## src/hw/rtl/tsips_pkg.sv

```systemverilog
`timescale 1ns / 1ps
`default_nettype none

package tsips_pkg;

  // Commands on the input channel.
  localparam logic [2:0] CMD_ENABLE    = 3'd0;
  localparam logic [2:0] CMD_DISABLE   = 3'd1;
  localparam logic [2:0] CMD_TRY_STEP  = 3'd2;
  localparam logic [2:0] CMD_BUS_DONE  = 3'd3;
  localparam logic [2:0] CMD_INTERRUPT = 3'd4;

  // Result actions.
  localparam logic [2:0] ACT_NONE       = 3'd0;
  localparam logic [2:0] ACT_WRITE_BYTE = 3'd1;
  localparam logic [2:0] ACT_WRITE_WORD = 3'd2;
  localparam logic [2:0] ACT_READ_BYTE  = 3'd3;
  localparam logic [2:0] ACT_BUTTONS    = 3'd4;
  localparam logic [2:0] ACT_ERROR      = 3'd5;
  localparam logic [2:0] ACT_RESET      = 3'd6;

  // Error kinds.
  localparam logic [1:0] ERR_WRITE    = 2'd0;
  localparam logic [1:0] ERR_READ     = 2'd1;
  localparam logic [1:0] ERR_DEVICE   = 2'd2;
  localparam logic [1:0] ERR_BAD_MODE = 2'd3;

  // Configuration register indexes.
  localparam logic [2:0] CFG_GAIN      = 3'd0;
  localparam logic [2:0] CFG_THRESHOLD = 3'd1;
  localparam logic [2:0] CFG_AVERAGE   = 3'd2;
  localparam logic [2:0] CFG_FILTER    = 3'd3;
  localparam logic [2:0] CFG_DEBOUNCE  = 3'd4;
  localparam logic [2:0] CFG_SHORT     = 3'd5;
  localparam logic [2:0] CFG_LONG      = 3'd6;
  localparam logic [2:0] CFG_CDAC      = 3'd7;

  // Sensor register addresses.
  localparam logic [7:0] REG_CTRL1  = 8'h1C;
  localparam logic [7:0] REG_CTRL2  = 8'h40;
  localparam logic [7:0] REG_FLAGS  = 8'h1A;
  localparam logic [7:0] REG_BUTTON = 8'h19;

  localparam logic [7:0] BUSY_MASK  = 8'h86;
  localparam logic [7:0] FATAL_MASK = 8'h81;

  // Advance handshake bits.
  localparam logic [3:0] ADV_WAIT_BUS = 4'b0001;
  localparam logic [3:0] ADV_WAIT_INT = 4'b0010;
  localparam logic [3:0] ADV_GOT_BUS  = 4'b0100;
  localparam logic [3:0] ADV_GOT_INT  = 4'b1000;

  // Sequencer modes.
  localparam logic [4:0] MODE_HALT        = 5'd0;
  localparam logic [4:0] MODE_INIT        = 5'd1;
  localparam logic [4:0] MODE_READ_READY  = 5'd2;
  localparam logic [4:0] MODE_CHECK_READY = 5'd3;
  localparam logic [4:0] MODE_WR_RESET    = 5'd4;
  localparam logic [4:0] MODE_WR_GAIN     = 5'd5;
  localparam logic [4:0] MODE_WR_THRESH   = 5'd6;
  localparam logic [4:0] MODE_WR_AVERAGE  = 5'd7;
  localparam logic [4:0] MODE_WR_FILTER   = 5'd8;
  localparam logic [4:0] MODE_WR_DEBOUNCE = 5'd9;
  localparam logic [4:0] MODE_WR_SHORT    = 5'd10;
  localparam logic [4:0] MODE_WR_LONG     = 5'd11;
  localparam logic [4:0] MODE_WR_22       = 5'd12;
  localparam logic [4:0] MODE_WR_23       = 5'd13;
  localparam logic [4:0] MODE_WR_24       = 5'd14;
  localparam logic [4:0] MODE_WR_25       = 5'd15;
  localparam logic [4:0] MODE_WR_26       = 5'd16;
  localparam logic [4:0] MODE_WR_CDAC     = 5'd17;
  localparam logic [4:0] MODE_WR_3E       = 5'd18;
  localparam logic [4:0] MODE_APPLY       = 5'd19;
  localparam logic [4:0] MODE_WAIT_WAKE   = 5'd20;
  localparam logic [4:0] MODE_POLL_TOP    = 5'd21;
  localparam logic [4:0] MODE_READ_FLAGS  = 5'd22;
  localparam logic [4:0] MODE_CHECK_FLAGS = 5'd23;
  localparam logic [4:0] MODE_READ_BUTTON = 5'd24;
  localparam logic [4:0] MODE_REPORT_KEYS = 5'd25;
  localparam logic [4:0] MODE_LOOP_END    = 5'd26;

  typedef struct packed {
    logic [2:0] command;
    logic       bus_ok;
    logic [7:0] bus_status;
    logic [7:0] read_data;
  } in_t;

  typedef struct packed {
    logic [2:0] action;
    logic [7:0] reg_addr;
    logic [7:0] write_value;
    logic [7:0] new_buttons;
    logic [7:0] old_buttons;
    logic [1:0] error_kind;
    logic [7:0] error_detail;
    logic       last;
  } res_t;

  typedef struct packed {
    logic [7:0] gain_value;
    logic [7:0] threshold_value;
    logic [7:0] average_count;
    logic [7:0] filter_value;
    logic [7:0] debounce_count;
    logic [7:0] short_interval;
    logic [7:0] long_interval;
    logic [7:0] cdac_base;
  } cfg_t;

  typedef struct packed {
    logic [4:0] seq_mode;
    logic [3:0] advance_bits;
    logic [7:0] button_bits;
    logic [7:0] last_read_byte;
  } state_t;

  typedef struct packed {
    state_t     state;
    res_t       res0;
    res_t       res1;
    logic [1:0] count;
  } step_out_t;

endpackage

`default_nettype wire

```

## src/hw/rtl/tsips_stream_if.sv

```systemverilog
`timescale 1ns / 1ps
`default_nettype none

interface tsips_stream_if #(
  parameter type payload_t = logic
);
  logic     valid;
  logic     ready;
  payload_t data;

  modport source (output valid, output data, input ready);
  modport sink (input valid, input data, output ready);
endinterface

`default_nettype wire

```

## src/hw/rtl/tsips_step.sv

```systemverilog
`timescale 1ns / 1ps
`default_nettype none

module tsips_step (
  input  var tsips_pkg::in_t       item,
  input  var tsips_pkg::state_t    state,
  input  var tsips_pkg::cfg_t      cfg,
  output tsips_pkg::step_out_t     step
);

  function automatic tsips_pkg::res_t mk_bus(input logic [2:0] action,
                                            input logic [7:0] addr,
                                            input logic [7:0] value);
    tsips_pkg::res_t r;
    r             = '0;
    r.action      = action;
    r.reg_addr    = addr;
    r.write_value = value;
    return r;
  endfunction

  function automatic tsips_pkg::res_t mk_err(input logic [1:0] kind,
                                            input logic [7:0] detail);
    tsips_pkg::res_t r;
    r              = '0;
    r.action       = tsips_pkg::ACT_ERROR;
    r.error_kind   = kind;
    r.error_detail = detail;
    return r;
  endfunction

  logic [1:0] got;
  logic [1:0] waits;
  logic       may_advance;
  logic       is_read;
  logic       jump;
  logic [3:0] adv_n;
  logic [4:0] mode_n;
  logic [7:0] btn_n;
  logic [7:0] lrb_n;
  tsips_pkg::res_t r0;
  tsips_pkg::res_t r1;
  logic [1:0] n;

  assign got   = state.advance_bits[3:2];
  assign waits = state.advance_bits[1:0];

  always_comb begin
    if (got == 2'b00) begin
      may_advance = 1'b0;
    end else if (waits == 2'b11) begin
      may_advance = (got == 2'b11);
    end else begin
      may_advance = (waits[0] && got[0]) || (waits[1] && got[1]);
    end
  end

  assign is_read = (state.seq_mode == tsips_pkg::MODE_CHECK_READY) ||
                   (state.seq_mode == tsips_pkg::MODE_CHECK_FLAGS) ||
                   (state.seq_mode == tsips_pkg::MODE_REPORT_KEYS);

  always_comb begin
    adv_n  = state.advance_bits;
    mode_n = state.seq_mode;
    btn_n  = state.button_bits;
    lrb_n  = state.last_read_byte;
    r0     = '0;
    r1     = '0;
    n      = 2'd0;
    jump   = 1'b0;

    case (item.command)
      tsips_pkg::CMD_ENABLE: begin
        btn_n     = '0;
        r0.action = tsips_pkg::ACT_RESET;
        n         = 2'd1;
        mode_n    = tsips_pkg::MODE_INIT;
        adv_n     = tsips_pkg::ADV_WAIT_INT;
      end
      tsips_pkg::CMD_DISABLE: begin
        mode_n = tsips_pkg::MODE_HALT;
      end
      tsips_pkg::CMD_TRY_STEP: begin
        if (state.seq_mode != tsips_pkg::MODE_HALT && may_advance) begin
          adv_n = tsips_pkg::ADV_WAIT_BUS;
          unique case (state.seq_mode)
            tsips_pkg::MODE_INIT: begin
              r0 = mk_bus(tsips_pkg::ACT_WRITE_BYTE, tsips_pkg::REG_CTRL1, 8'h88);
              n  = 2'd1;
            end
            tsips_pkg::MODE_READ_READY: begin
              r0 = mk_bus(tsips_pkg::ACT_READ_BYTE, tsips_pkg::REG_CTRL1, 8'h00);
              n  = 2'd1;
            end
            tsips_pkg::MODE_CHECK_READY: begin
              if ((state.last_read_byte & tsips_pkg::BUSY_MASK) != 8'h00) begin
                mode_n = tsips_pkg::MODE_INIT;
              end
              jump = 1'b1;
            end
            tsips_pkg::MODE_WR_RESET: begin
              r0 = mk_bus(tsips_pkg::ACT_WRITE_BYTE, 8'h00, 8'hFF);
              n  = 2'd1;
            end
            tsips_pkg::MODE_WR_GAIN: begin
              r0 = mk_bus(tsips_pkg::ACT_WRITE_WORD, 8'h01, cfg.gain_value);
              n  = 2'd1;
            end
            tsips_pkg::MODE_WR_THRESH: begin
              r0 = mk_bus(tsips_pkg::ACT_WRITE_WORD, 8'h09, cfg.threshold_value);
              n  = 2'd1;
            end
            tsips_pkg::MODE_WR_AVERAGE: begin
              r0 = mk_bus(tsips_pkg::ACT_WRITE_BYTE, 8'h1D, cfg.average_count);
              n  = 2'd1;
            end
            tsips_pkg::MODE_WR_FILTER: begin
              r0 = mk_bus(tsips_pkg::ACT_WRITE_BYTE, 8'h1E, cfg.filter_value);
              n  = 2'd1;
            end
            tsips_pkg::MODE_WR_DEBOUNCE: begin
              r0 = mk_bus(tsips_pkg::ACT_WRITE_BYTE, 8'h1F, cfg.debounce_count);
              n  = 2'd1;
            end
            tsips_pkg::MODE_WR_SHORT: begin
              r0 = mk_bus(tsips_pkg::ACT_WRITE_BYTE, 8'h20, cfg.short_interval);
              n  = 2'd1;
            end
            tsips_pkg::MODE_WR_LONG: begin
              r0 = mk_bus(tsips_pkg::ACT_WRITE_BYTE, 8'h21, cfg.long_interval);
              n  = 2'd1;
            end
            tsips_pkg::MODE_WR_22: begin
              r0 = mk_bus(tsips_pkg::ACT_WRITE_BYTE, 8'h22, 8'h04);
              n  = 2'd1;
            end
            tsips_pkg::MODE_WR_23: begin
              r0 = mk_bus(tsips_pkg::ACT_WRITE_BYTE, 8'h23, 8'h03);
              n  = 2'd1;
            end
            tsips_pkg::MODE_WR_24: begin
              r0 = mk_bus(tsips_pkg::ACT_WRITE_BYTE, 8'h24, 8'h03);
              n  = 2'd1;
            end
            tsips_pkg::MODE_WR_25: begin
              r0 = mk_bus(tsips_pkg::ACT_WRITE_BYTE, 8'h25, 8'h32);
              n  = 2'd1;
            end
            tsips_pkg::MODE_WR_26: begin
              r0 = mk_bus(tsips_pkg::ACT_WRITE_BYTE, 8'h26, 8'h01);
              n  = 2'd1;
            end
            tsips_pkg::MODE_WR_CDAC: begin
              r0 = mk_bus(tsips_pkg::ACT_WRITE_BYTE, 8'h3D, cfg.cdac_base);
              n  = 2'd1;
            end
            tsips_pkg::MODE_WR_3E: begin
              r0 = mk_bus(tsips_pkg::ACT_WRITE_BYTE, 8'h3E, 8'h00);
              n  = 2'd1;
            end
            tsips_pkg::MODE_APPLY: begin
              r0 = mk_bus(tsips_pkg::ACT_WRITE_BYTE, tsips_pkg::REG_CTRL1, 8'h8F);
              n  = 2'd1;
            end
            tsips_pkg::MODE_WAIT_WAKE: begin
              adv_n = tsips_pkg::ADV_WAIT_INT;
            end
            tsips_pkg::MODE_POLL_TOP: begin
              jump = 1'b1;
            end
            tsips_pkg::MODE_READ_FLAGS: begin
              r0 = mk_bus(tsips_pkg::ACT_READ_BYTE, tsips_pkg::REG_FLAGS, 8'h00);
              n  = 2'd1;
            end
            tsips_pkg::MODE_CHECK_FLAGS: begin
              if ((state.last_read_byte & tsips_pkg::FATAL_MASK) != 8'h00) begin
                r0     = mk_err(tsips_pkg::ERR_DEVICE, state.last_read_byte);
                n      = 2'd1;
                mode_n = tsips_pkg::MODE_HALT;
              end
              jump = 1'b1;
            end
            tsips_pkg::MODE_READ_BUTTON: begin
              r0 = mk_bus(tsips_pkg::ACT_READ_BYTE, tsips_pkg::REG_BUTTON, 8'h00);
              n  = 2'd1;
            end
            tsips_pkg::MODE_REPORT_KEYS: begin
              if (state.last_read_byte != state.button_bits) begin
                r0             = '0;
                r0.action      = tsips_pkg::ACT_BUTTONS;
                r0.new_buttons = state.last_read_byte;
                r0.old_buttons = state.button_bits;
                r1             = mk_bus(tsips_pkg::ACT_WRITE_BYTE, tsips_pkg::REG_CTRL2,
                                        8'h00);
                btn_n          = state.last_read_byte;
                n              = 2'd2;
              end else begin
                r0 = mk_bus(tsips_pkg::ACT_WRITE_BYTE, tsips_pkg::REG_CTRL2, 8'h00);
                n  = 2'd1;
              end
            end
            tsips_pkg::MODE_LOOP_END: begin
              adv_n = tsips_pkg::ADV_WAIT_INT;
            end
            default: begin
              r0     = mk_err(tsips_pkg::ERR_BAD_MODE, {3'b000, state.seq_mode});
              n      = 2'd1;
              mode_n = tsips_pkg::MODE_HALT;
              jump   = 1'b1;
            end
          endcase

          if (mode_n != tsips_pkg::MODE_HALT) begin
            if (mode_n < tsips_pkg::MODE_LOOP_END) begin
              mode_n = mode_n + 5'd1;
            end else begin
              mode_n = tsips_pkg::MODE_POLL_TOP;
            end
          end
          // The happened bits were just cleared, so the event always lands.
          if (jump) begin
            adv_n = adv_n | tsips_pkg::ADV_GOT_BUS;
          end
        end
      end
      tsips_pkg::CMD_BUS_DONE: begin
        if (!item.bus_ok) begin
          r0     = mk_err(is_read ? tsips_pkg::ERR_READ : tsips_pkg::ERR_WRITE,
                          item.bus_status);
          n      = 2'd1;
          mode_n = tsips_pkg::MODE_HALT;
        end else begin
          if (is_read) begin
            lrb_n = item.read_data;
          end
          if (got == 2'b00) begin
            adv_n = state.advance_bits | tsips_pkg::ADV_GOT_BUS;
          end
        end
      end
      tsips_pkg::CMD_INTERRUPT: begin
        if (got == 2'b00) begin
          adv_n = state.advance_bits | tsips_pkg::ADV_GOT_INT;
        end
      end
      default: begin
      end
    endcase

    r0.last = (n == 2'd1);
    r1.last = 1'b1;
  end

  assign step.state.seq_mode       = mode_n;
  assign step.state.advance_bits   = adv_n;
  assign step.state.button_bits    = btn_n;
  assign step.state.last_read_byte = lrb_n;
  assign step.res0                 = r0;
  assign step.res1                 = r1;
  assign step.count                = n;

endmodule

`default_nettype wire

```

## src/hw/rtl/touch_sensor_init_poll_sequencer.sv

```systemverilog
`timescale 1ns / 1ps
`default_nettype none

// Init and poll sequencer for a capacitive touch controller on a two-wire bus.
// The input channel carries events: enable, disable, try step, bus transfer
// done and sensor interrupt. Each accepted beat is decided in the cycle it is
// accepted and gives zero, one or two result beats on the output channel
// (bus requests, button changes, error reports, reset pulse); the final
// result beat of an event carries last.
// An event's first result beat shows on the output channel in the cycle after
// the event was accepted. One event per cycle is accepted while every event
// yields at most one beat and the receiver keeps ready high; an event with
// two result beats holds the input until its second is taken. A two-entry
// output queue separates the channels. Input ready is high when the queue is
// empty, or holds one beat that is being taken in the same cycle. When the
// receiver stalls, the queued beats hold and the input stalls too. The
// configuration registers are written through cfg_we, cfg_index and cfg_wdata
// and take effect on the next step; the user must write them only while idle,
// which the block does not enforce. Reset halts the sequencer, clears all
// handshake bits, loads configuration defaults and empties the output queue.
module touch_sensor_init_poll_sequencer (
  input  wire logic            clk,
  input  wire logic            rst_n,
  tsips_stream_if.sink         in_chan,
  tsips_stream_if.source       out_chan,
  input  wire logic            cfg_we,
  input  wire logic [2:0]      cfg_index,
  input  wire logic [7:0]      cfg_wdata
);

  tsips_pkg::cfg_t      cfg_r;
  tsips_pkg::cfg_t      cfg_nxt;
  tsips_pkg::state_t    state_r;
  tsips_pkg::state_t    state_nxt;
  tsips_pkg::res_t      q0_r;
  tsips_pkg::res_t      q0_nxt;
  tsips_pkg::res_t      q1_r;
  tsips_pkg::res_t      q1_nxt;
  logic [1:0]           count_r;
  logic [1:0]           count_nxt;
  tsips_pkg::step_out_t step;
  tsips_pkg::in_t       item;
  logic                 pop;
  logic                 acc;

  assign item = in_chan.data;

  tsips_step u_step (
    .item  (item),
    .state (state_r),
    .cfg   (cfg_r),
    .step  (step)
  );

  assign pop            = (count_r != 2'd0) && out_chan.ready;
  assign in_chan.ready  = (count_r == 2'd0) || ((count_r == 2'd1) && out_chan.ready);
  assign acc            = in_chan.valid && in_chan.ready;
  assign out_chan.valid = (count_r != 2'd0);
  assign out_chan.data  = q0_r;

  always_comb begin
    cfg_nxt = cfg_r;
    if (cfg_we) begin
      unique case (cfg_index)
        tsips_pkg::CFG_GAIN:      cfg_nxt.gain_value      = cfg_wdata;
        tsips_pkg::CFG_THRESHOLD: cfg_nxt.threshold_value = cfg_wdata;
        tsips_pkg::CFG_AVERAGE:   cfg_nxt.average_count   = cfg_wdata;
        tsips_pkg::CFG_FILTER:    cfg_nxt.filter_value    = cfg_wdata;
        tsips_pkg::CFG_DEBOUNCE:  cfg_nxt.debounce_count  = cfg_wdata;
        tsips_pkg::CFG_SHORT:     cfg_nxt.short_interval  = cfg_wdata;
        tsips_pkg::CFG_LONG:      cfg_nxt.long_interval   = cfg_wdata;
        tsips_pkg::CFG_CDAC:      cfg_nxt.cdac_base       = cfg_wdata;
        default:                  cfg_nxt                 = cfg_r;
      endcase
    end
  end

  always_comb begin
    state_nxt = acc ? step.state : state_r;
    q0_nxt    = q0_r;
    q1_nxt    = q1_r;
    count_nxt = count_r;
    if (pop) begin
      count_nxt = count_r - 2'd1;
      q0_nxt    = q1_r;
    end
    // An accepted beat always finds the queue empty after this cycle's pop.
    if (acc) begin
      count_nxt = step.count;
      q0_nxt    = step.res0;
      q1_nxt    = step.res1;
    end
  end

  always_ff @(posedge clk) begin
    if (!rst_n) begin
      cfg_r.gain_value      <= 8'd80;
      cfg_r.threshold_value <= 8'd10;
      cfg_r.average_count   <= 8'd128;
      cfg_r.filter_value    <= 8'd0;
      cfg_r.debounce_count  <= 8'd1;
      cfg_r.short_interval  <= 8'd5;
      cfg_r.long_interval   <= 8'd1;
      cfg_r.cdac_base       <= 8'd128;
      state_r.seq_mode       <= tsips_pkg::MODE_HALT;
      state_r.advance_bits   <= '0;
      state_r.button_bits    <= '0;
      state_r.last_read_byte <= '0;
      count_r <= 2'd0;
    end else begin
      cfg_r   <= cfg_nxt;
      state_r <= state_nxt;
      count_r <= count_nxt;
    end
  end

  always_ff @(posedge clk) begin
    q0_r <= q0_nxt;
    q1_r <= q1_nxt;
  end

  a_queue_bound: assert property (@(posedge clk) disable iff (!rst_n)
    count_r != 2'd3)
    else $error("Output queue holds more than two beats.");

  a_head_not_last: assert property (@(posedge clk) disable iff (!rst_n)
    count_r == 2'd2 |-> !q0_r.last && q1_r.last)
    else $error("Only the second of two queued beats may carry last.");

  a_single_event: assert property (@(posedge clk) disable iff (!rst_n)
    $countones(state_r.advance_bits[3:2]) <= 1)
    else $error("Both happened bits are set at once.");

  a_enable_mode: assert property (@(posedge clk) disable iff (!rst_n)
    acc && item.command == tsips_pkg::CMD_ENABLE |=>
      state_r.seq_mode == tsips_pkg::MODE_INIT && count_r == 2'd1 &&
      q0_r.action == tsips_pkg::ACT_RESET)
    else $error("Enable did not restart the sequence with a reset pulse.");

  a_disable_mode: assert property (@(posedge clk) disable iff (!rst_n)
    acc && item.command == tsips_pkg::CMD_DISABLE |=>
      state_r.seq_mode == tsips_pkg::MODE_HALT && count_r == 2'd0)
    else $error("Disable did not park the sequencer silently.");

endmodule

`default_nettype wire

```

## src/flat_wrapper.sv

```systemverilog
// flat-port wrapper written by rule: the top's interface ports become plain ports
module touch_sensor_init_poll_sequencer_flat 
  (clk, rst_n, cfg_we, cfg_index, cfg_wdata, in_chan_valid, in_chan_data, in_chan_ready, out_chan_valid, out_chan_data, out_chan_ready);
  tsips_stream_if #(.payload_t(tsips_pkg::in_t)) in_chan_i ();
  tsips_stream_if #(.payload_t(tsips_pkg::res_t)) out_chan_i ();
  input  wire logic clk;
  input  wire logic rst_n;
  input  wire logic cfg_we;
  input  wire logic [2:0] cfg_index;
  input  wire logic [7:0] cfg_wdata;
  input wire logic [$bits(in_chan_i.valid)-1:0] in_chan_valid;
  input wire logic [$bits(in_chan_i.data)-1:0] in_chan_data;
  output wire logic [$bits(in_chan_i.ready)-1:0] in_chan_ready;
  output wire logic [$bits(out_chan_i.valid)-1:0] out_chan_valid;
  output wire logic [$bits(out_chan_i.data)-1:0] out_chan_data;
  input wire logic [$bits(out_chan_i.ready)-1:0] out_chan_ready;
  assign in_chan_i.valid = in_chan_valid;
  assign in_chan_i.data = in_chan_data;
  assign in_chan_ready = in_chan_i.ready;
  assign out_chan_valid = out_chan_i.valid;
  assign out_chan_data = out_chan_i.data;
  assign out_chan_i.ready = out_chan_ready;
  touch_sensor_init_poll_sequencer u_core (.clk(clk), .rst_n(rst_n), .in_chan(in_chan_i), .out_chan(out_chan_i), .cfg_we(cfg_we), .cfg_index(cfg_index), .cfg_wdata(cfg_wdata));
endmodule
```

## config.mk

```make
export PLATFORM = sky130hd
export DESIGN_NAME = touch_sensor_init_poll_sequencer_flat
export DESIGN_NICKNAME = d
export VERILOG_FILES = /design/src/hw/rtl/tsips_pkg.sv /design/src/hw/rtl/tsips_stream_if.sv /design/src/hw/rtl/tsips_step.sv /design/src/hw/rtl/touch_sensor_init_poll_sequencer.sv /design/src/flat_wrapper.sv
export SDC_FILE = /design/constraint.sdc
export NUM_CORES = 1
export LEC_CHECK = 0
export ABC_AREA = 0
export BUFFER_PORTS_ARGS = -buffer_cell sky130_fd_sc_hd__buf_2
export CAP_MARGIN = 20
export CORE_ASPECT_RATIO = 1.2
export CORE_MARGIN = 2
export CORE_UTILIZATION = 40
export CTS_CLUSTER_SIZE = 28
export DETAILED_ROUTE_END_ITERATION = 8
export SETUP_SLACK_MARGIN = 0.2
export SYNTH_ARGS = -nofsm -noshare
export SYNTH_HDL_FRONTEND = slang
export SYNTH_HIERARCHICAL = 1
export SYNTH_SLANG_ARGS = --single-unit
```

## constraint.sdc

```tcl
create_clock -name clk -period 4 [get_ports clk]
set_input_delay 0.4 -clock clk [delete_from_list [all_inputs] [get_ports clk]]
set_output_delay 0.4 -clock clk [all_outputs]
set_load 0.05 [all_outputs]
```

**After elaboration in Yosys (flattened, before gate mapping)**

Index checks and enable logic that the tools add are counted.

- Reduce and logical (&&, ||, !) cells: 43
- Bitwise operators: 2
- Muxes and demuxes: 45
- $add $sub $neg: 2
- $lt $le $gt $ge: 1
- Equality and inequality tests: 49

Operators by type and width:

| cell | number |
|---|---|
| 46-bit one-hot mux with 23 select lines | 1 |
| 46-bit 2-to-1 mux | 6 |
| 43-bit one-hot mux with 2 select lines | 1 |
| 5-bit == test, second input constant | 11 |
| 44-bit 2-to-1 mux | 1 |
| 5-bit by 4-bit == test with 1-bit output, second input constant | 8 |
| 5-bit 2-to-1 mux | 8 |
| 8-bit 2-to-1 mux | 3 |
| 24-bit OR reduction | 1 |
| 23-bit OR reduction | 1 |
| 5-bit by 3-bit == test with 1-bit output, second input constant | 4 |
| 5-bit one-hot mux with 4 select lines | 1 |
| 4-bit one-hot mux with 4 select lines | 1 |
| 8-bit one-hot mux with 2 select lines | 1 |
| 2-bit AND reduction | 8 |
| 8-bit nonzero test | 2 |
| 3-bit == test, second input constant | 5 |
| 5-bit one-hot mux with 3 select lines | 1 |
| 5-bit AND reduction | 3 |
| 2-bit != test, second input constant | 7 |
| 3-bit by 2-bit == test with 1-bit output, second input constant | 4 |
| 4-bit 2-to-1 mux | 3 |
| 2-bit one-hot mux with 3 select lines | 2 |
| 5-bit by 2-bit == test with 1-bit output, second input constant | 2 |
| 26 further kinds | 57 |

- Output and inout bits: 48
- Logic and storage cells: 172
- Register bits: 182

**Logic depth before layout (Yosys ltp)**

Gate-level depths: netlist of run 1.

- Word-level depth: 12
- Depth in mapped cells: 13

**Cells and area by module**

Netlist of run 1, hierarchy kept.

By module, submodules not included:

| module | cells an instance | area an instance (µm²) | sequential area each (µm²) | instances |
|---|---|---|---|---|
| touch_sensor_init_poll_sequencer | 547 | 6895.4 | 4584.4 | 1 |
| tsips_step | 401 | 2598.7 | 0.0 | 1 |

**Worst setup path before layout of run 1**

No wires, ideal clock.

- Path type: reg-to-reg
- From: reg u_core.count_r[0]
- To: reg u_core/q1_r[0] (netlist name)
- Setup slack: 1.574 ns
- Data arrival time: 2.026 ns
- Stages on the path, launching flop included: 9
- Required time: 3.600 ns
- Clock period less this slack: 2.426 ns
- Setup time: 0.400 ns
- Buffers on the path: 2
- Path through: dfxtp_1 inv_1 ha_1 a21oi_4 inv_4 nand2_4 buf_12 buf_12 inv_1

RTL lines:

| item | line | RTL |
|---|---|---|
| start, declared | touch_sensor_init_poll_sequencer.sv:39 | `logic [1:0] count_r;` |
| start signal, assigned | touch_sensor_init_poll_sequencer.sv:113 | `count_r <= count_nxt;` |

==> run metrics, run 1 <==
HP Class=in2reg; TritonCTS clock tree=yes; die area=25000 um2; count leader, synth=nand2_1; post-cts resize count=0; clk_lat worst skew=0.44 ns; YS warnings=6; post-cts hold buffer count=0; cell taking the most area after synthesis=edfxtp_1; DR WL/cell=19.3 um; share of cells above drive strength 1=21.8%; outcome=finished, final reports clean; pin count of the biggest net entering global routing=47; gr ovfl total=0; Rows=61; top-area cell type share of the netlist area=29.1%; Final Skew=0.0186 ns; Setup TNS=0 ns; Worst EP required=4.35 ns; Nets=1040; Arr. time, crit path=3.62 ns; Avg Synthesized Cell Area=10.0 um2; Final ANT Viol Nets=0; die height=173 um; DP Wirelength=17600 um; number of global-route vias before repair=6765; Port Buffers=83; synth top area cells=edfxtp_1, dfxtp_1, mux2_2; clock share of power=35.5%; core area=23300 um2; setup bufs post-CTS=0; max_cap viols=0; Die X=145 um; synth cell count leaders=nand2_1, edfxtp_1, dfxtp_1, a21oi_1, o21ai_0; maximum root-to-sink buffer count=2; Startpoint Class=register; first-pass GRT wire length=39400 um; TritonCTS buffer count=17; Setup CP Type=reg2reg; Via density=5.47; EDFF count, synth=92; crit share post-route=81.7%; Final Hold Fails=0; CTS root buf=clkbuf_16; worst-margin pin slew=0.999 ns; number of distinct library cells after synthesis=77; Sequential Power Share=45.5%; crit-path max FO=28; Starting Density=40.8%; Cell Area, Synth=9490 um2; maximum VDD drop=0.294 mV; post-synthesis register bit count=183; Max-slew headroom=32.9%; DR iter-0 viols=537; io pins=84; Pre-antenna DRT Iters=5; Placer Congestion=0.907; fill count=2189; vias=7260; Tmin final=3.27 ns; FF-to-FF setup slack=0.73 ns; power per standard cell area=467 nW/um2; switching power=1.54 mW; post-synthesis sequential area ratio=48.3%; crit end category=register; Setup-failing EPs final=0; initial antenna violation count=0; fin util=45.4%; Sw Ratio=31.2%; Slew Limit Fails=0; DRC Markers=0; RSZ-0062 raised after global routing=false; Mapped Cells=948; Async SR Flop Fraction=0%; ys flop type=edfxtp_1; Comb pwr share=19.0%; Pint=3.39 mW; drt total wl=25600 um; LEAKAGE=3.93 nW; clk slew on worst S/H paths=0.07 ns; Syn-to-layout area delta=11.3%; # H-tree levels=4; clock net sink count=183; gr usage total=20.6%; Ant. Diodes=0; f_max=0.306 GHz
[worst paths after layout]
check	from	end	cells after the start
max	u_core/state_r[21]	u_core/state_r[21]	12
min	cfg_wdata[0]	u_core/cfg_r[56]	3
max reg2reg	u_core/state_r[21]	u_core/state_r[21]	12
min reg2reg	u_core/cfg_r[61]	u_core/cfg_r[61]	2
[placed cells by master (no fill, tap or decap), types with 13 or more instances in the layout]
cell         n
buf_4       21
mux2_4      18
a22oi_1     17
nand2_1    110
nand3_1     42
conb_1      45
nor3_1      18
nor2_1      45
dfxtp_1     91
and2_1      21
mux2i_1     25
mux2_2      41
edfxtp_1    92
o21ai_0     56
buf_2       83
a21oi_1     89
a31oi_1     13
clkbuf_16   17
[metal layers]
| metal | global-route usage (%) | routed length, um |
|---|---|---|
| met1 | 26.6 | 10800 |
| met2 | 34.9 | 12700 |
| met3 | 3.13 | 1360 |
| met4 | 6.84 | 675 |
| met5 | 0 | 0 |
[cell type report]
class / count / area (um2) / share of cell area [%]
multi-input cells: 678 / 4300 / 40.7
well taps: 315 / 394 / 3.73
clock inverters: 15 / 194 / 1.84
clock buffers: 17 / 425 / 4.03
flip-flops and latches: 183 / 4580 / 43.4
repair buffers: 106 / 613 / 5.80
inverters: 14 / 55.1 / 0.521
[worst max-delay path, cell delays in order (launching register included)]
cell       delay, ns
dfxtp_1         0.96
nand2b_1        0.34
nand3_1         0.19
a32o_1          0.26
inv_1           0.06
ha_1            0.21
nand3_1         0.10
o2bb2ai_1       0.07
a211oi_1        0.44
o21ai_0         0.14
a21oi_1         0.16
nand3_1         0.10
a21oi_1         0.15
[state kept, by name, indices dropped and copies added, names as in the netlist]
signal                cells
u_core/out_chan.data     46
u_core/q1_r              46
u_core/count_r            2
u_core/cfg_r             64
u_core/state_r           25
[metrics by stage]
stage	std cells	worst slack [ns]	hold slack [ns]	area, um2	power (mW)
final	1328	0.732	0.286	10600	4.94
after global placement	1295	0.655	0.442	9930	3.22
after CTS	1327	0.772	0.265	10500	4.98
after global routing	1328	0.414	0.290	10600	5.12
after floorplan	991	1.57	0.433	9660	3.05
after detailed placement	1295	0.799	0.446	9930	3.23
[logic make-up (layout without fill, tap and decap cells)]
logic type / Yosys count / after routing / share of synthesized area, %
simple gates: 296 / 296 / 15.7
buf+inv: 130 / 152 / 8.13
xor+xnor: 11 / 11 / 1.01
flops: 183 / 183 / 48.3
fa+ha+maj: 4 / 4 / 0.527
compound gates: 238 / 238 / 15.9
mux: 84 / 84 / 10.3
other cells: 2 / 45 / 0.0791
[power by group through the flow]
| stage | registers (mW) | logic [mW] | clock network [mW] |
|---|---|---|---|
| 2_1_floorplan | 2.62 | 0.438 | 0 |
| 3_3_place_gp | 2.29 | 0.935 | 0 |
| 3_5_place_dp | 2.29 | 0.938 | 0 |
| 4_1_cts | 2.25 | 0.939 | 1.79 |
| 5_1_grt | 2.26 | 1.00 | 1.86 |
| 6_report | 2.24 | 0.939 | 1.75 |
(Power assumes the default switching activity.)
==> run 2: changes to the inputs <==
- ABC_AREA: 0 -> 1
- clock period: 4 -> 3.1 ns (I/O delays scaled with it)
==> run metrics, run 2 <==
outcome=finished, final reports clean (unchanged); die area=24300 um2 (was 25000 um2); crit end category=register (unchanged); met1 GRT Util=26.0% (was 26.6%); commonest non-fill, non-tap cell in the layout=nand2_1 (unchanged); DRC Markers=0 (unchanged); DR iter-0 viols=593 (was 537); power per standard cell area=952 nW/um2 (was 467 nW/um2); Ant. Diodes=0 (unchanged); synth top area cells=edfxtp_1, dfxtp_1, nand2_1 (was edfxtp_1, dfxtp_1, mux2_2); CTS root buf=clkbuf_16 (unchanged); crit share post-route=83.8% (was 81.7%); Via density=5.09 (was 5.47); Mapped Cells=1164 (was 948); clk_lat worst skew=0.44 ns (about the same); TritonCTS buffer count=17 (unchanged); LEAKAGE=4.63 nW (was 3.93 nW); die height=170 um (was 173 um); Setup CP Type=reg2reg (unchanged); Syn-to-layout area delta=15.1% (was 11.3%); gr usage total=21.3% (was 20.6%); Sw Ratio=44.3% (was 31.2%); Sequential Power Share=36.1% (was 45.5%); # H-tree levels=4 (unchanged); met2 Usage GRT=38.6% (was 34.9%); maximum VDD drop=0.412 mV (was 0.294 mV); Placer Congestion=0.920 (was 0.907); DR WL/cell=16.4 um (was 19.3 um); post-synthesis sequential area ratio=49.8% (was 48.3%); drt total wl=25400 um (was 25600 um); Setup TNS=0 ns (unchanged); initial antenna violation count=0 (unchanged); max_cap viols=0 (unchanged); setup bufs post-CTS=0 (unchanged); clk slew on worst S/H paths=0.07 ns (about the same); crit-path max FO=7 (was 28); Setup-failing EPs final=0 (unchanged); final instance area=10600 um2 (about the same); Worst EP required=3.43 ns (was 4.35 ns); most frequent cells in the layout=nand2_1, nor2_1, edfxtp_1 (was nand2_1, edfxtp_1, dfxtp_1); Largest Register=u_core/cfg_r (unchanged); RSZ-0062 raised after global routing=false (unchanged); number of distinct library cells after synthesis=40 (was 77); Tmin final=2.60 ns (was 3.27 ns); Arr. time, crit path=2.92 ns (was 3.62 ns); Comb pwr share=41.7% (was 19.0%); met3 Use GR=2.45% (was 3.13%); f_max=0.385 GHz (was 0.306 GHz); Startpoint Class=register (unchanged); YS warnings=6 (unchanged); post-synthesis register bit count=183 (unchanged); clock net sink count=183 (unchanged); Avg Synthesized Cell Area=7.91 um2 (was 10.0 um2); Final ANT Viol Nets=0 (unchanged); share of cells above drive strength 1=17.1% (was 21.8%); number of global-route vias before repair=7450 (was 6765); TritonCTS clock tree=yes (unchanged); Starting Density=40.9% (was 40.8%); core area=22500 um2 (was 23300 um2); vias=7896 (was 7260); cell taking the most area after synthesis=edfxtp_1 (unchanged); Slew Limit Fails=0 (unchanged); synth cell count leaders=nand2_1, nor2_1, edfxtp_1, dfxtp_1, o21ai_0 (was nand2_1, edfxtp_1, dfxtp_1, a21oi_1, o21ai_0); Most Used Layer, Global Route=met2 (unchanged); EDFF count, synth=92 (unchanged); top-area cell type share of the netlist area=30.0% (was 29.1%); max FFs per register=64 (unchanged); Nets=1300 (was 1040); first-pass GRT wire length=40000 um (was 39400 um); Final Hold Fails=0 (unchanged); gr ovfl total=0 (unchanged); worst-margin pin slew=0.729 ns (was 0.999 ns); Pint=5.63 mW (was 3.39 mW); io pins=84 (unchanged); Pre-antenna DRT Iters=5 (unchanged); pin count of the biggest net entering global routing=56 (was 47); Rows=60 (was 61); Final Skew=0.0119 ns (was 0.0186 ns); Max-slew headroom=51.4% (was 32.9%); post-cts hold buffer count=0 (unchanged); ys flop type=edfxtp_1 (unchanged); Die X=143 um (was 145 um); Port Buffers=83 (unchanged); HP Class=in2reg (unchanged); switching power=4.48 mW (was 1.54 mW); Cell Area, Synth=9210 um2 (was 9490 um2); maximum root-to-sink buffer count=2 (unchanged); Cell Area, Placed=9880 um2 (was 9930 um2); DP Wirelength=18300 um (was 17600 um); Async SR Flop Fraction=0% (unchanged); clock share of power=22.2% (was 35.5%); count leader, synth=nand2_1 (unchanged)
-- run 2: changes by cell type in the layout (fill, tap and decap cells not counted), sizes merged, moves of 36 or more --
cell   change
nor2     +224
nand2    +175
inv       +65
a21oi     -61
mux2      -59
o21ai     +36
-- run 2: timing repair --
item / CTS / global route
resized for setup: 1 / 32
pin swaps: 0 / 1
setup endpoints to repair: 1 / 5
cloned: 0 / 0
-- run 2: worst max-delay path, cell delays in order, from the launching register on --
cell and delay, ns:
dfxtp_2 0.38, inv_2 0.17, nand3_2 0.16, nor2_2 0.35, nor2_1 0.07, nand2_1 0.13, nor2_4 0.06, nand3_2 0.08
nand2_1 0.06, nand3_1 0.10, inv_1 0.07, ha_1 0.20, inv_1 0.06, a21oi_2 0.05, nand2_2 0.11, nand3_1 0.07
nand3_1 0.07, nand3_1 0.06, o21ai_0 0.19, nor2_1 0.06
-- run 2: stage by stage --
stage / power, mW / utilization [%] / hold WS, ns / std cells / worst slack [ns]
floorplan: 6.74 / - / 0.423 / 1207 / 0.639
global placement: 7.76 / 43.9 / 0.444 / 1520 / 0.310
detailed placement: 7.78 / 43.9 / 0.457 / 1520 / 0.221
CTS: 10.0 / 46.6 / 0.210 / 1552 / 0.273
global route: 10.7 / 47.1 / 0.225 / 1552 / 0.189
finish: 10.1 / 47.1 / 0.219 / 1552 / 0.502
-- run 2: cell type report --
| type | count | area (um2) |
|---|---|---|
| Fill cell | 2235 | 11900 |
| Sequential cell | 183 | 4590 |
| Multi-Input combinational cell | 866 | 4080 |
| Timing Repair Buffer | 115 | 684 |
| Clock buffer | 17 | 425 |
| Tap cell | 279 | 349 |
| Inverter | 77 | 294 |
| Clock inverter | 15 | 183 |
-- run 2: final timing paths --
check                     start                  to  slack, ns  cells after the start
max reg2reg  u_core/state_r[24]  u_core/state_r[20]       0.50                     19
min reg2reg    u_core/cfg_r[16]    u_core/cfg_r[16]       0.47                      2
max          u_core/state_r[24]  u_core/state_r[20]       0.50                     19
min                cfg_wdata[3]    u_core/cfg_r[51]       0.22                      3
-- run 2: per-layer routing --
layer  vias up  part of all wire, %
met5         -                    0
met2       261                   51
met1      3625                   41
li1       3966                    -
met4         0                  2.7
met3        44                  5.1
-- run 2: kinds of logic after synthesis --
| kind of cell | after synthesis | share of synthesized area [%] |
|---|---|---|
| simple gates | 636 | 29.0 |
| flops | 183 | 49.8 |
| compound gates | 181 | 11.7 |
| buf+inv | 158 | 8.87 |
| fa+ha+maj | 4 | 0.543 |
| other cells | 2 | 0.0815 |
-- run 2: power by group through the flow --
stage	Clock [mW]	Sequential, mW	Combinational (mW)
2_1_floorplan	0	4.75	2.00
3_3_place_gp	0	3.67	4.09
3_5_place_dp	0	3.68	4.11
4_1_cts	2.29	3.63	4.12
5_1_grt	2.37	3.72	4.58
6_report	2.24	3.64	4.22
